[config.mk]
export PLATFORM = sky130hd
export DESIGN_NAME = gregorian_date_day_arithmetic
export DESIGN_NICKNAME = d
export VERILOG_FILES = /design/src/rtl/core/gdda_pkg.sv /design/src/rtl/core/gregorian_date_day_arithmetic.sv
export SDC_FILE = /design/constraint.sdc
export NUM_CORES = 2
export LEC_CHECK = 0
export BUFFER_PORTS_ARGS = -buffer_cell sky130_fd_sc_hd__buf_2
export CAP_MARGIN = 25
export CORE_MARGIN = 2
export CORE_UTILIZATION = 60
export CTS_CLUSTER_DIAMETER = 120
export DETAILED_ROUTE_END_ITERATION = 10
export GPL_ROUTABILITY_DRIVEN = 1
export PLACE_DENSITY = 0.77
export REMOVE_ABC_BUFFERS = 1
export SLEW_MARGIN = 20
export SYNTH_ARGS = -nofsm -noshare
export SYNTH_HDL_FRONTEND = slang
export SYNTH_SLANG_ARGS = --single-unit
[constraint.sdc]
create_clock -name clk -period 46.2 [get_ports clk]
set_input_delay 4.62 -clock clk [delete_from_list [all_inputs] [get_ports clk]]
set_output_delay 4.62 -clock clk [all_outputs]
set_load 0.02 [all_outputs]
[src/rtl/core/gdda_pkg.sv]
// Shared types, constants and calendar tables of the Gregorian date unit.
`timescale 1ns / 1ps
package gdda_pkg;

  typedef enum logic [1:0] {
    ST_OK      = 2'd0,
    ST_BEFORE  = 2'd1,
    ST_PAST    = 2'd2,
    ST_INVALID = 2'd3
  } status_t;

  localparam logic CMD_SHIFT = 1'b0;
  localparam logic CMD_DIST  = 1'b1;

  localparam int DayW  = 23;  // day number of a valid input date
  localparam int NW    = 26;  // signed shifted day number
  localparam int RW    = 25;  // zero-based shifted day number
  localparam int DistW = 22;
  localparam int YyW   = 17;

  localparam int Days400 = 146097;
  localparam int Days100 = 36524;
  localparam int Days4   = 1461;

  typedef struct packed {
    logic [13:0] y;
    logic [3:0]  m;
    logic [4:0]  d;
  } date_t;

  typedef struct packed {
    logic        ok;
    logic [13:0] p;     // year minus one
    logic [7:0]  pq;    // (year - 1) / 100
    logic [8:0]  cumd;  // days before the month plus day of month
  } dpart_t;

  typedef struct packed {
    status_t             status;
    logic [DistW-1:0]    span;
    logic                date_en;
  } cry_t;

  // Days before month m in a common year.
  function automatic logic [8:0] cum_days(input logic [3:0] m);
    logic [8:0] c;
    case (m)
      4'd1:    c = 9'd0;
      4'd2:    c = 9'd31;
      4'd3:    c = 9'd59;
      4'd4:    c = 9'd90;
      4'd5:    c = 9'd120;
      4'd6:    c = 9'd151;
      4'd7:    c = 9'd181;
      4'd8:    c = 9'd212;
      4'd9:    c = 9'd243;
      4'd10:   c = 9'd273;
      4'd11:   c = 9'd304;
      4'd12:   c = 9'd334;
      default: c = 9'd0;
    endcase
    return c;
  endfunction

  function automatic logic [4:0] month_len(input logic [3:0] m, input logic leap);
    logic [4:0] l;
    case (m)
      4'd1, 4'd3, 4'd5, 4'd7, 4'd8, 4'd10, 4'd12: l = 5'd31;
      4'd4, 4'd6, 4'd9, 4'd11:                   l = 5'd30;
      4'd2:                                      l = leap ? 5'd29 : 5'd28;
      default:                                   l = 5'd0;
    endcase
    return l;
  endfunction

endpackage

[src/rtl/core/gregorian_date_day_arithmetic.sv]
// Top level of the pipelined proleptic Gregorian date shift and distance unit.
`timescale 1ns / 1ps
// Takes one word per cycle and returns one result word for each; the pipeline
// depth is set by the chain of reciprocal-multiply divisions (by 146097 and
// 1461) and their correction steps that turn a day number back into a date.
// A stall on the output holds the whole pipeline, so input words are taken
// only while the output register is free or being read. Command 0 shifts the
// first date by the signed offset, command 1 gives the absolute day distance
// between both dates. Status in out_tuser reports an invalid input date or a
// shifted date outside year 1 through MAX_YEAR; those results carry zeros.
module gregorian_date_day_arithmetic #(
  parameter int MAX_YEAR = 9999
) (
  input  logic        clk,
  input  logic        rst_n,
  input  logic        in_tvalid,
  output logic        in_tready,
  // first_day, first_month, first_year, offset, second_day, second_month,
  // second_year, zero fill
  input  logic [71:0] in_tdata,
  input  logic [0:0]  in_tuser,   // cmd
  output logic        out_tvalid,
  input  logic        out_tready,
  // result_day, result_month, result_year, distance, zero fill
  output logic [47:0] out_tdata,
  output logic [1:0]  out_tuser   // status
);

  localparam int NStg = 14;
  localparam int LastDay = 365 * MAX_YEAR + MAX_YEAR / 4 - MAX_YEAR / 100 + MAX_YEAR / 400;

  logic en;
  logic [NStg-1:0] vld_r;

  // stage 1
  gdda_pkg::date_t s1_a_r, s1_b_r;
  logic [7:0] s1_yqa_r, s1_yqb_r, yqa_nxt, yqb_nxt;
  logic s1_cmd_r;
  logic signed [22:0] s1_off_r;
  gdda_pkg::date_t in_a, in_b;
  // stage 2
  gdda_pkg::dpart_t s2_a_r, s2_b_r, pa_nxt, pb_nxt;
  logic s2_cmd_r;
  logic signed [22:0] s2_off_r;
  // stage 3
  logic [gdda_pkg::DayW-1:0] s3_dna_r, s3_dnb_r, dna_nxt, dnb_nxt;
  logic s3_inv_r, s3_cmd_r;
  logic signed [22:0] s3_off_r;
  // stage 4
  logic signed [gdda_pkg::NW-1:0] s4_n_r, n_nxt;
  logic [gdda_pkg::DayW-1:0] s4_diff_r, diff_nxt;
  logic s4_inv_r, s4_cmd_r;
  // stage 5 and the carried status
  logic [gdda_pkg::RW-1:0] s5_r_r, r_nxt;
  gdda_pkg::cry_t cry_nxt;
  gdda_pkg::cry_t cry_r [5:13];
  // four-hundred-year split
  logic [7:0] s6_q_r, q400a_nxt;
  logic [gdda_pkg::RW-1:0] s6_r_r;
  logic [18:0] s7_rem_r, rem400_nxt;
  logic [7:0] s7_q_r;
  logic [17:0] s8_r_r, r1_nxt;
  logic [7:0] s8_q400_r, q400_nxt;
  // century split
  logic [15:0] s9_r_r, r2_nxt;
  logic [1:0] s9_q100_r, q100_nxt;
  logic [7:0] s9_q400_r;
  // four-year split
  logic [15:0] s10_r_r;
  logic [4:0] s10_q_r, q4a_nxt;
  logic [7:0] s10_q400_r;
  logic [1:0] s10_q100_r;
  logic [11:0] s11_rem_r, rem4_nxt;
  logic [4:0] s11_q_r;
  logic [7:0] s11_q400_r;
  logic [1:0] s11_q100_r;
  logic [10:0] s12_r_r, r3_nxt;
  logic [4:0] s12_q4_r, q4_nxt;
  logic [7:0] s12_q400_r;
  logic [1:0] s12_q100_r;
  // single years and month
  logic [8:0] s13_r_r, r4_nxt;
  logic [gdda_pkg::YyW-1:0] s13_yy_r, yy_nxt;
  logic s13_leap_r, leap_nxt;
  logic [1:0] q1_nxt;
  logic [3:0] mm_nxt;
  logic [4:0] rd_nxt;
  logic [8:0] cum_sel;
  // output register
  logic [4:0] rd_r;
  logic [3:0] rm_r;
  logic [13:0] ry_r;
  logic [gdda_pkg::DistW-1:0] dist_r;
  gdda_pkg::status_t status_r;

  assign en        = !vld_r[NStg-1] || out_tready;
  assign in_tready = en;

  assign in_a = '{y: in_tdata[22:9], m: in_tdata[8:5], d: in_tdata[4:0]};
  assign in_b = '{y: in_tdata[68:55], m: in_tdata[54:51], d: in_tdata[50:46]};

  // Year divided by 100 through a reciprocal, exact for any 14-bit year.
  assign yqa_nxt = 8'((27'(in_a.y) * 27'd5243) >> 19);
  assign yqb_nxt = 8'((27'(in_b.y) * 27'd5243) >> 19);

  function automatic gdda_pkg::dpart_t date_part(input gdda_pkg::date_t dt,
                                                  input logic [7:0] yq);
    gdda_pkg::dpart_t o;
    logic [13:0] rem100;
    logic z100, leap, mok;
    rem100 = dt.y - 14'(yq) * 14'd100;
    z100   = (rem100 == 14'd0);
    leap   = (dt.y[1:0] == 2'd0 && !z100) || (z100 && yq[1:0] == 2'd0);
    mok    = (dt.m >= 4'd1) && (dt.m <= 4'd12);
    o.ok   = (dt.y != 14'd0) && (17'(dt.y) <= 17'(MAX_YEAR)) && mok &&
             (dt.d != 5'd0) && (dt.d <= gdda_pkg::month_len(dt.m, leap));
    o.p    = dt.y - 14'd1;
    o.pq   = z100 ? yq - 8'd1 : yq;
    o.cumd = gdda_pkg::cum_days(dt.m) + 9'(leap && dt.m > 4'd2) + 9'(dt.d);
    return o;
  endfunction

  assign pa_nxt = date_part(s1_a_r, s1_yqa_r);
  assign pb_nxt = date_part(s1_b_r, s1_yqb_r);

  function automatic logic [gdda_pkg::DayW-1:0] day_num(input gdda_pkg::dpart_t dp);
    return 23'(dp.p) * 23'd365 + 23'(dp.p >> 2) - 23'(dp.pq) + 23'(dp.pq >> 2)
           + 23'(dp.cumd);
  endfunction

  assign dna_nxt = day_num(s2_a_r);
  assign dnb_nxt = day_num(s2_b_r);

  assign n_nxt    = $signed({3'b000, s3_dna_r}) + {{3{s3_off_r[22]}}, s3_off_r};
  assign diff_nxt = (s3_dna_r >= s3_dnb_r) ? s3_dna_r - s3_dnb_r : s3_dnb_r - s3_dna_r;

  always_comb begin
    cry_nxt = '{status: gdda_pkg::ST_OK, span: '0, date_en: 1'b0};
    if (s4_inv_r) begin
      cry_nxt.status = gdda_pkg::ST_INVALID;
    end else if (s4_cmd_r == gdda_pkg::CMD_SHIFT) begin
      if (s4_n_r < $signed(26'sd1)) begin
        cry_nxt.status = gdda_pkg::ST_BEFORE;
      end else if (s4_n_r > $signed(26'(LastDay))) begin
        cry_nxt.status = gdda_pkg::ST_PAST;
      end else begin
        cry_nxt.date_en = 1'b1;
      end
    end else begin
      cry_nxt.span = (s4_diff_r > 23'h3FFFFF) ? '1 : s4_diff_r[gdda_pkg::DistW-1:0];
    end
  end
  assign r_nxt = gdda_pkg::RW'(s4_n_r - 26'sd1);

  // Quotients from a reciprocal may come out one low; a compare fixes that.
  assign q400a_nxt  = 8'((40'(s5_r_r) * 40'd29398) >> 32);
  assign rem400_nxt = 19'(26'(s6_r_r) - 26'(s6_q_r) * 26'(gdda_pkg::Days400));
  always_comb begin
    if (s7_rem_r >= 19'(gdda_pkg::Days400)) begin
      q400_nxt = s7_q_r + 8'd1;
      r1_nxt   = 18'(s7_rem_r - 19'(gdda_pkg::Days400));
    end else begin
      q400_nxt = s7_q_r;
      r1_nxt   = s7_rem_r[17:0];
    end
  end

  // The last century of an era is one day longer, hence the cap at three.
  always_comb begin
    if (s8_r_r >= 18'(3 * gdda_pkg::Days100)) begin
      q100_nxt = 2'd3;
      r2_nxt   = 16'(s8_r_r - 18'(3 * gdda_pkg::Days100));
    end else if (s8_r_r >= 18'(2 * gdda_pkg::Days100)) begin
      q100_nxt = 2'd2;
      r2_nxt   = 16'(s8_r_r - 18'(2 * gdda_pkg::Days100));
    end else if (s8_r_r >= 18'(gdda_pkg::Days100)) begin
      q100_nxt = 2'd1;
      r2_nxt   = 16'(s8_r_r - 18'(gdda_pkg::Days100));
    end else begin
      q100_nxt = 2'd0;
      r2_nxt   = s8_r_r[15:0];
    end
  end

  assign q4a_nxt  = 5'((38'(s9_r_r) * 38'd2939744) >> 32);
  assign rem4_nxt = 12'(16'(s10_r_r) - 16'(s10_q_r) * 16'(gdda_pkg::Days4));
  always_comb begin
    if (s11_rem_r >= 12'(gdda_pkg::Days4)) begin
      q4_nxt = s11_q_r + 5'd1;
      r3_nxt = 11'(s11_rem_r - 12'(gdda_pkg::Days4));
    end else begin
      q4_nxt = s11_q_r;
      r3_nxt = s11_rem_r[10:0];
    end
  end

  always_comb begin
    if (s12_r_r >= 11'd1095) begin
      q1_nxt = 2'd3;
      r4_nxt = 9'(s12_r_r - 11'd1095);
    end else if (s12_r_r >= 11'd730) begin
      q1_nxt = 2'd2;
      r4_nxt = 9'(s12_r_r - 11'd730);
    end else if (s12_r_r >= 11'd365) begin
      q1_nxt = 2'd1;
      r4_nxt = 9'(s12_r_r - 11'd365);
    end else begin
      q1_nxt = 2'd0;
      r4_nxt = s12_r_r[8:0];
    end
  end
  // The year is leap when it ends a four-year block that is not the short
  // end of a century, unless the century is the last one of its era.
  assign leap_nxt = (q1_nxt == 2'd3) && ((s12_q4_r != 5'd24) || (s12_q100_r == 2'd3));
  assign yy_nxt = 17'(s12_q400_r) * 17'd400 + 17'(s12_q100_r) * 17'd100
                + 17'(s12_q4_r) * 17'd4 + 17'(q1_nxt) + 17'd1;

  always_comb begin
    mm_nxt = 4'd1;
    for (int i = 2; i <= 12; i++) begin
      if (s13_r_r >= gdda_pkg::cum_days(4'(i)) + 9'(s13_leap_r && i > 2)) begin
        mm_nxt = 4'(i);
      end
    end
    cum_sel = gdda_pkg::cum_days(mm_nxt) + 9'(s13_leap_r && mm_nxt > 4'd2);
    rd_nxt  = 5'(s13_r_r - cum_sel + 9'd1);
  end

  always_ff @(posedge clk) begin
    if (!rst_n) begin
      vld_r <= '0;
    end else if (en) begin
      vld_r <= {vld_r[NStg-2:0], in_tvalid};
    end
  end

  always_ff @(posedge clk) begin
    if (en) begin
      s1_a_r   <= in_a;
      s1_b_r   <= in_b;
      s1_yqa_r <= yqa_nxt;
      s1_yqb_r <= yqb_nxt;
      s1_cmd_r <= in_tuser[0];
      s1_off_r <= in_tdata[45:23];

      s2_a_r   <= pa_nxt;
      s2_b_r   <= pb_nxt;
      s2_cmd_r <= s1_cmd_r;
      s2_off_r <= s1_off_r;

      s3_dna_r <= dna_nxt;
      s3_dnb_r <= dnb_nxt;
      s3_inv_r <= !s2_a_r.ok || (s2_cmd_r == gdda_pkg::CMD_DIST && !s2_b_r.ok);
      s3_cmd_r <= s2_cmd_r;
      s3_off_r <= s2_off_r;

      s4_n_r    <= n_nxt;
      s4_diff_r <= diff_nxt;
      s4_inv_r  <= s3_inv_r;
      s4_cmd_r  <= s3_cmd_r;

      s5_r_r    <= r_nxt;
      cry_r[5]  <= cry_nxt;
      for (int k = 6; k <= 13; k++) begin
        cry_r[k] <= cry_r[k-1];
      end

      s6_q_r <= q400a_nxt;
      s6_r_r <= s5_r_r;

      s7_rem_r <= rem400_nxt;
      s7_q_r   <= s6_q_r;

      s8_r_r    <= r1_nxt;
      s8_q400_r <= q400_nxt;

      s9_r_r    <= r2_nxt;
      s9_q100_r <= q100_nxt;
      s9_q400_r <= s8_q400_r;

      s10_r_r    <= s9_r_r;
      s10_q_r    <= q4a_nxt;
      s10_q400_r <= s9_q400_r;
      s10_q100_r <= s9_q100_r;

      s11_rem_r  <= rem4_nxt;
      s11_q_r    <= s10_q_r;
      s11_q400_r <= s10_q400_r;
      s11_q100_r <= s10_q100_r;

      s12_r_r    <= r3_nxt;
      s12_q4_r   <= q4_nxt;
      s12_q400_r <= s11_q400_r;
      s12_q100_r <= s11_q100_r;

      s13_r_r    <= r4_nxt;
      s13_yy_r   <= yy_nxt;
      s13_leap_r <= leap_nxt;

      status_r <= cry_r[13].status;
      dist_r   <= cry_r[13].span;
      rd_r     <= cry_r[13].date_en ? rd_nxt : 5'd0;
      rm_r     <= cry_r[13].date_en ? mm_nxt : 4'd0;
      ry_r     <= cry_r[13].date_en ? s13_yy_r[13:0] : 14'd0;
    end
  end

  assign out_tvalid = vld_r[NStg-1];
  assign out_tdata  = {3'b000, dist_r, ry_r, rm_r, rd_r};
  assign out_tuser  = status_r;

  // A failed status never comes with a date or a distance.
  a_fail_zero: assert property (@(posedge clk) disable iff (!rst_n)
    out_tvalid && status_r != gdda_pkg::ST_OK |-> out_tdata[44:0] == 45'd0)
    else $error("failed status carries data");

  // A word never carries both a date and a distance.
  a_one_kind: assert property (@(posedge clk) disable iff (!rst_n)
    out_tvalid |-> dist_r == '0 || (rd_r == 5'd0 && rm_r == 4'd0 && ry_r == 14'd0))
    else $error("date and distance both set");

  // A returned date has a proper month and day.
  a_date_range: assert property (@(posedge clk) disable iff (!rst_n)
    out_tvalid && rm_r != 4'd0 |-> rm_r <= 4'd12 && rd_r != 5'd0 && rd_r <= 5'd31)
    else $error("returned date out of range");

  // While the output stalls, no word moves inside the pipeline.
  a_stall_hold: assert property (@(posedge clk) disable iff (!rst_n)
    !en |=> $stable(vld_r))
    else $error("pipeline moved during stall");

endmodule
Word-level counts from Yosys, hierarchy flattened

Memory sizes are Yosys's and may differ from the RTL's. A register that Yosys moved wholly into a read port is not among the register bits.
Index checks and enable logic that the tools add are counted.

Word-level logic and storage cells: 280
Register bits: 591
Output and inout bits: 52
Input port bits: 77
Memory bits (read-only): 432
Memories: 4
Bits in writable memories: 225

Memories:

| name             | words | width | rd ports | clocked after Yosys merged registers in | wr ports | RTL line                            | RTL |
|---|---|---|---|---|---|---|---|
| cry_r            | 9     | 25    | 9        | 0                                       | 9        | gregorian_date_day_arithmetic.sv:56 | `gdda_pkg::cry_t cry_r [5:13];` |
| (name not given) | 16    | 9     | 1        | 0                                       | 0        | gdda_pkg.sv:47                      | `case (m)` |
| (name not given) | 16    | 9     | 1        | 1                                       | 0        | gdda_pkg.sv:47                      |  |
| (name not given) | 16    | 9     | 1        | 1                                       | 0        | gdda_pkg.sv:47                      |  |

Reduce and logical (&&, ||, !) cells: 44
Mux-type cells: 47
Eq/ne operators: 27
Multipliers: 12
Magnitude comparators: 34
$add $sub $neg: 51

Operators with widths:

| cell                                                                                  | number |
|---|---|
| 9-bit greater-or-equal comparator                                                     | 7 |
| 14-bit by 13-bit multiplier with 27-bit output, second input constant                 | 2 |
| 16-bit 2-to-1 mux                                                                     | 3 |
| 4-bit 2-to-1 mux                                                                      | 12 |
| 23-bit by 12-bit adder with 23-bit output                                             | 2 |
| 23-bit by 6-bit adder with 23-bit output                                              | 2 |
| 23-bit by 9-bit adder with 23-bit output                                              | 2 |
| 14-bit by 9-bit multiplier with 23-bit output, second input constant                  | 2 |
| 23-bit 2-to-1 mux                                                                     | 2 |
| 23-bit subtractor                                                                     | 2 |
| 23-bit by 8-bit subtractor with 23-bit output                                         | 2 |
| 22-bit 2-to-1 mux                                                                     | 2 |
| 4-bit == test, second input constant                                                  | 10 |
| 25-bit by 14-bit multiplier with 39-bit output, second input constant                 | 1 |
| 8-bit by 1-bit adder with 9-bit output, first input constant                          | 4 |
| 18-bit by 17-bit greater-or-equal comparator with 1-bit output, second input constant | 2 |
| 4-bit by 3-bit == test with 1-bit output, second input constant                       | 8 |
| 16-bit by 17-bit multiplier with 32-bit output, second input constant                 | 1 |
| 16-bit subtractor, second input constant                                              | 2 |
| 5-bit case mux with 3 select lines                                                    | 2 |
| 14-bit less-or-equal comparator, second input constant                                | 2 |
| 14-bit zero test                                                                      | 2 |
| 14-bit nonzero test                                                                   | 2 |
| 14-bit by 1-bit subtractor with 14-bit output, second input constant                  | 2 |
| 66 further kinds                                                                      | 137 |

Longest topological paths before layout

Depth in word-level cells: 17
Gate-level depth with buffers: 27
Depth with buffers taken out: 27

Least setup slack after synthesis

OpenSTA, ideal clock, no wires.

Path type: in2out
Start: input port out_tready
End: output port in_tready
Required time: 41580 ps
Buffers on the path: 3
Stages: 5
Path slack: 14384 ps
Arrival time: 27196 ps
Path through: nor2b_1 > clkbuf_1 > inv_2 > buf_1 > buf_1

Cells in the longest elaborated chain, start to end: 1

Ends and longest elaborated chain:

| item             | RTL line                            | RTL |
|---|---|---|
| start, declared  | gregorian_date_day_arithmetic.sv:23 | `input logic out_tready,` |
| 1-bit logical OR | gregorian_date_day_arithmetic.sv:96 | `assign en = !vld_r[NStg-1] \|\| out_tready;` |
| end, declared    | gregorian_date_day_arithmetic.sv:17 | `output logic in_tready,` |

No other way between the ends.

Worst setup path in the final report

Same ends and word-level chain as after synthesis.

==> impl_metrics.yaml <==
sta:
  hold_violations: 0
  fmax_mhz: 96.1
  rsz0062_at_grt: "no"
  report.final.slew_viol_count: 0
  finalCritPeriodShare: 0.225
  slew_headroom: 0.294
  finalSetupTns_ns: 0
  setup_viol: 0
  setup_ws_ns: 35.79
  period_minus_slack_ns: 10.41
  max_slew.worst_pin.slew_ns: 1.06
  finClkSkew_ns: 0.0498
setup_path:
  crit_slowest_cell: "inv_8"
  crit_top_cell: "buf_2"
  worstSetupPathType: "in2out"
  critPathArrivalTime_ns: 5.79
  path_buf_inv: 4
  cp_max_fo: 93
  startpoint_type: "primary input"
  r2r_start: "s5_r_r[6]"
  critical_path.startpoint: "out_tready"
  cpPeakStageDelay_ns: 0.48
  ff2ff_setup_slack_ns: 39.39
  crit_chain: "buf_2 -> nor2b_2 -> buf_4 -> inv_8 -> buf_2"
  cp-end-kind: "output pin"
  cp_top_family: "buffers and inverters"
  required_ns: 41.58
logic_synthesis:
  syn-cell-area_um2: 66000
  synth_enable_flop_cells: 802
  synth_area_leaders: "edfxtp_1, ha_1, fa_1"
  synth-seq-cells: 834
  synthTopCellsByCount: "inv_1, ha_1, edfxtp_1"
  async_flop_share: 0
  netlist_instances: 5508
  ys.flop_type: "edfxtp_1"
  yosysWarnings: 0
  synth_cell_types: 90
  yosysSeqAreaShare: 0.374
  synth.most_common_cell: "inv_1"
  syn_avg_cell_area_um2: 12.0
  synth_top_area_frac: 0.365
  yosys.area.top_type: "edfxtp_1"
route:
  viasPerCell: 5.41
  firstDrtPassIters: 5
  wire_per_inst_um: 16.8
  ant_nets: 0
  drc_errors: 0
  via_count: 38800
  drt_iter0_markers: 1995
  finalWirelength_um: 121000
cells_and_area:
  areaGrowthSynthToFinish_pct: 7.85
  nFillCells: 8114
  layout-drive-gt1-share: 0.0561
  fin_util: 0.653
  design_area_um2: 71200
  nets: 7399
placement:
  place_hpwl_um: 96400
  placed_cell_area_um2: 68300
  pre_cts_slack_ns: 35.79
  portBuffers: 122
  gp_congestion: 0.904
global_routing:
  grt_pass1_vias: 40800
  grt_start_max_net_pins: 193
  grt_use_total: 0.225
  overflow: 0
  grt_pass1_wl_um: 204000
  antenna_found_initial: 0
floorplanning:
  core_um2: 109000
  ios: 129
  dieWidth_um: 336
  die_h_um: 336
  dieArea_um2: 113000
  row_count: 121
  start_util: 0.606
clock_network:
  tritoncts: "done"
  postCtsSetupBuffers: 0
  holdBufCountCts: 0
  cts_inserted_buffers: 89
  clk_pin_slew_worst_paths_ns: 0.06
  cts.sinks: 834
  htree_levels: 3
  cts.repair.resized: 0
  cts_root_buf: "clkbuf_16"
  cts_buffer_depth: 3
  clkLatencyLatePin_ns: 0.68
job:
  drv.max_cap_violation_count: 0
hold_path:
  hp-class: "reg2reg"
  min_from: "s9_q400_r[3]"
status:
  status: "completed"
## worst register-to-register path, delay by kind of cell (launching register included)
kind	cells	cell delay, ns
AO/OA/AOI/OAI	4	0.92
XOR/XNOR	1	0.12
flip-flops	1	0.66
adder cells (fa/ha/maj)	7	3.40
buffers and inverters	4	0.44
AND/OR/NAND/NOR	4	1.00
## per-layer routing
layer / global-route usage / vias up / wire [um]
met4: 0.0648 / 0 / 3070
li1: - / 18900 / -
met2: 0.399 / 667 / 61400
met5: 0 / - / 0
met1: 0.294 / 19000 / 52400
met3: 0.0243 / 181 / 3790
## logic make-up after synthesis
family / after synthesis / synth area share
buffers and inverters: 1160 / 0.0666
AND/OR/NAND/NOR: 826 / 0.0608
multiplexers: 33 / 0.00502
flip-flops: 834 / 0.374
AO/OA/AOI/OAI: 687 / 0.0687
XOR/XNOR: 335 / 0.0446
adder cells (fa/ha/maj): 1632 / 0.380
other: 1 / 0.0000568
## final cells by class
type / instances / area [um2] / area share
Clock inverter: 50 / 512 / 0.00719
Antenna cell: 1 / 2.50 / 0.0000351
Sequential cell: 834 / 24700 / 0.347
Multi-Input combinational cell: 3516 / 36900 / 0.518
Tap cell: 1414 / 1770 / 0.0248
Clock buffer: 111 / 2330 / 0.0327
Inverter: 1109 / 4170 / 0.0586
Timing Repair Buffer: 140 / 790 / 0.0111
## final timing paths
kind              cells past startpoint       endpoint
setup / recovery                      5      in_tready
hold / removal                        0  s10_q400_r[3]
setup reg to reg                     20      s6_q_r[6]
hold reg to reg                       0  s10_q400_r[3]
## stage by stage
stage                     hold WS, ns  cells
final                           0.395   7175
after CTS                       0.389   7169
after detailed placement        0.405   7008
after global routing            0.402   7174
after global placement          0.400   7008
after floorplan                 0.400   5459
## registers in the layout (all words and copies together), names as in the netlist, 25 cells and up, named ones only
signal	count
s2_b_r	32
s2_a_r	32
cry_r	225
s5_r_r	25
s4_n_r	25
## cells in the final DEF, fill, tap and decap left out, types with 23 or more instances in the layout
cell type  instances
a21o_1            71
a21oi_1          193
a31oi_1           32
and2_1            26
and3_1            23
buf_2            123
clkbuf_16         89
dfxtp_1           32
edfxtp_1         802
fa_1             620
ha_1            1012
inv_1           1106
mux2i_1           32
nand2_1          194
nand2b_1          47
nand3_1           72
nand4_1           34
nor2_1           236
nor2b_1           31
nor3_1            68
nor4_1            24
o211ai_1          25
o21a_1            43
o21ai_0          131
o21bai_1          23
xnor2_1          215
xor2_1           119
Power is not shown: default switching activity piles up to over one toggle a cycle in this logic, so the estimate is an artifact.
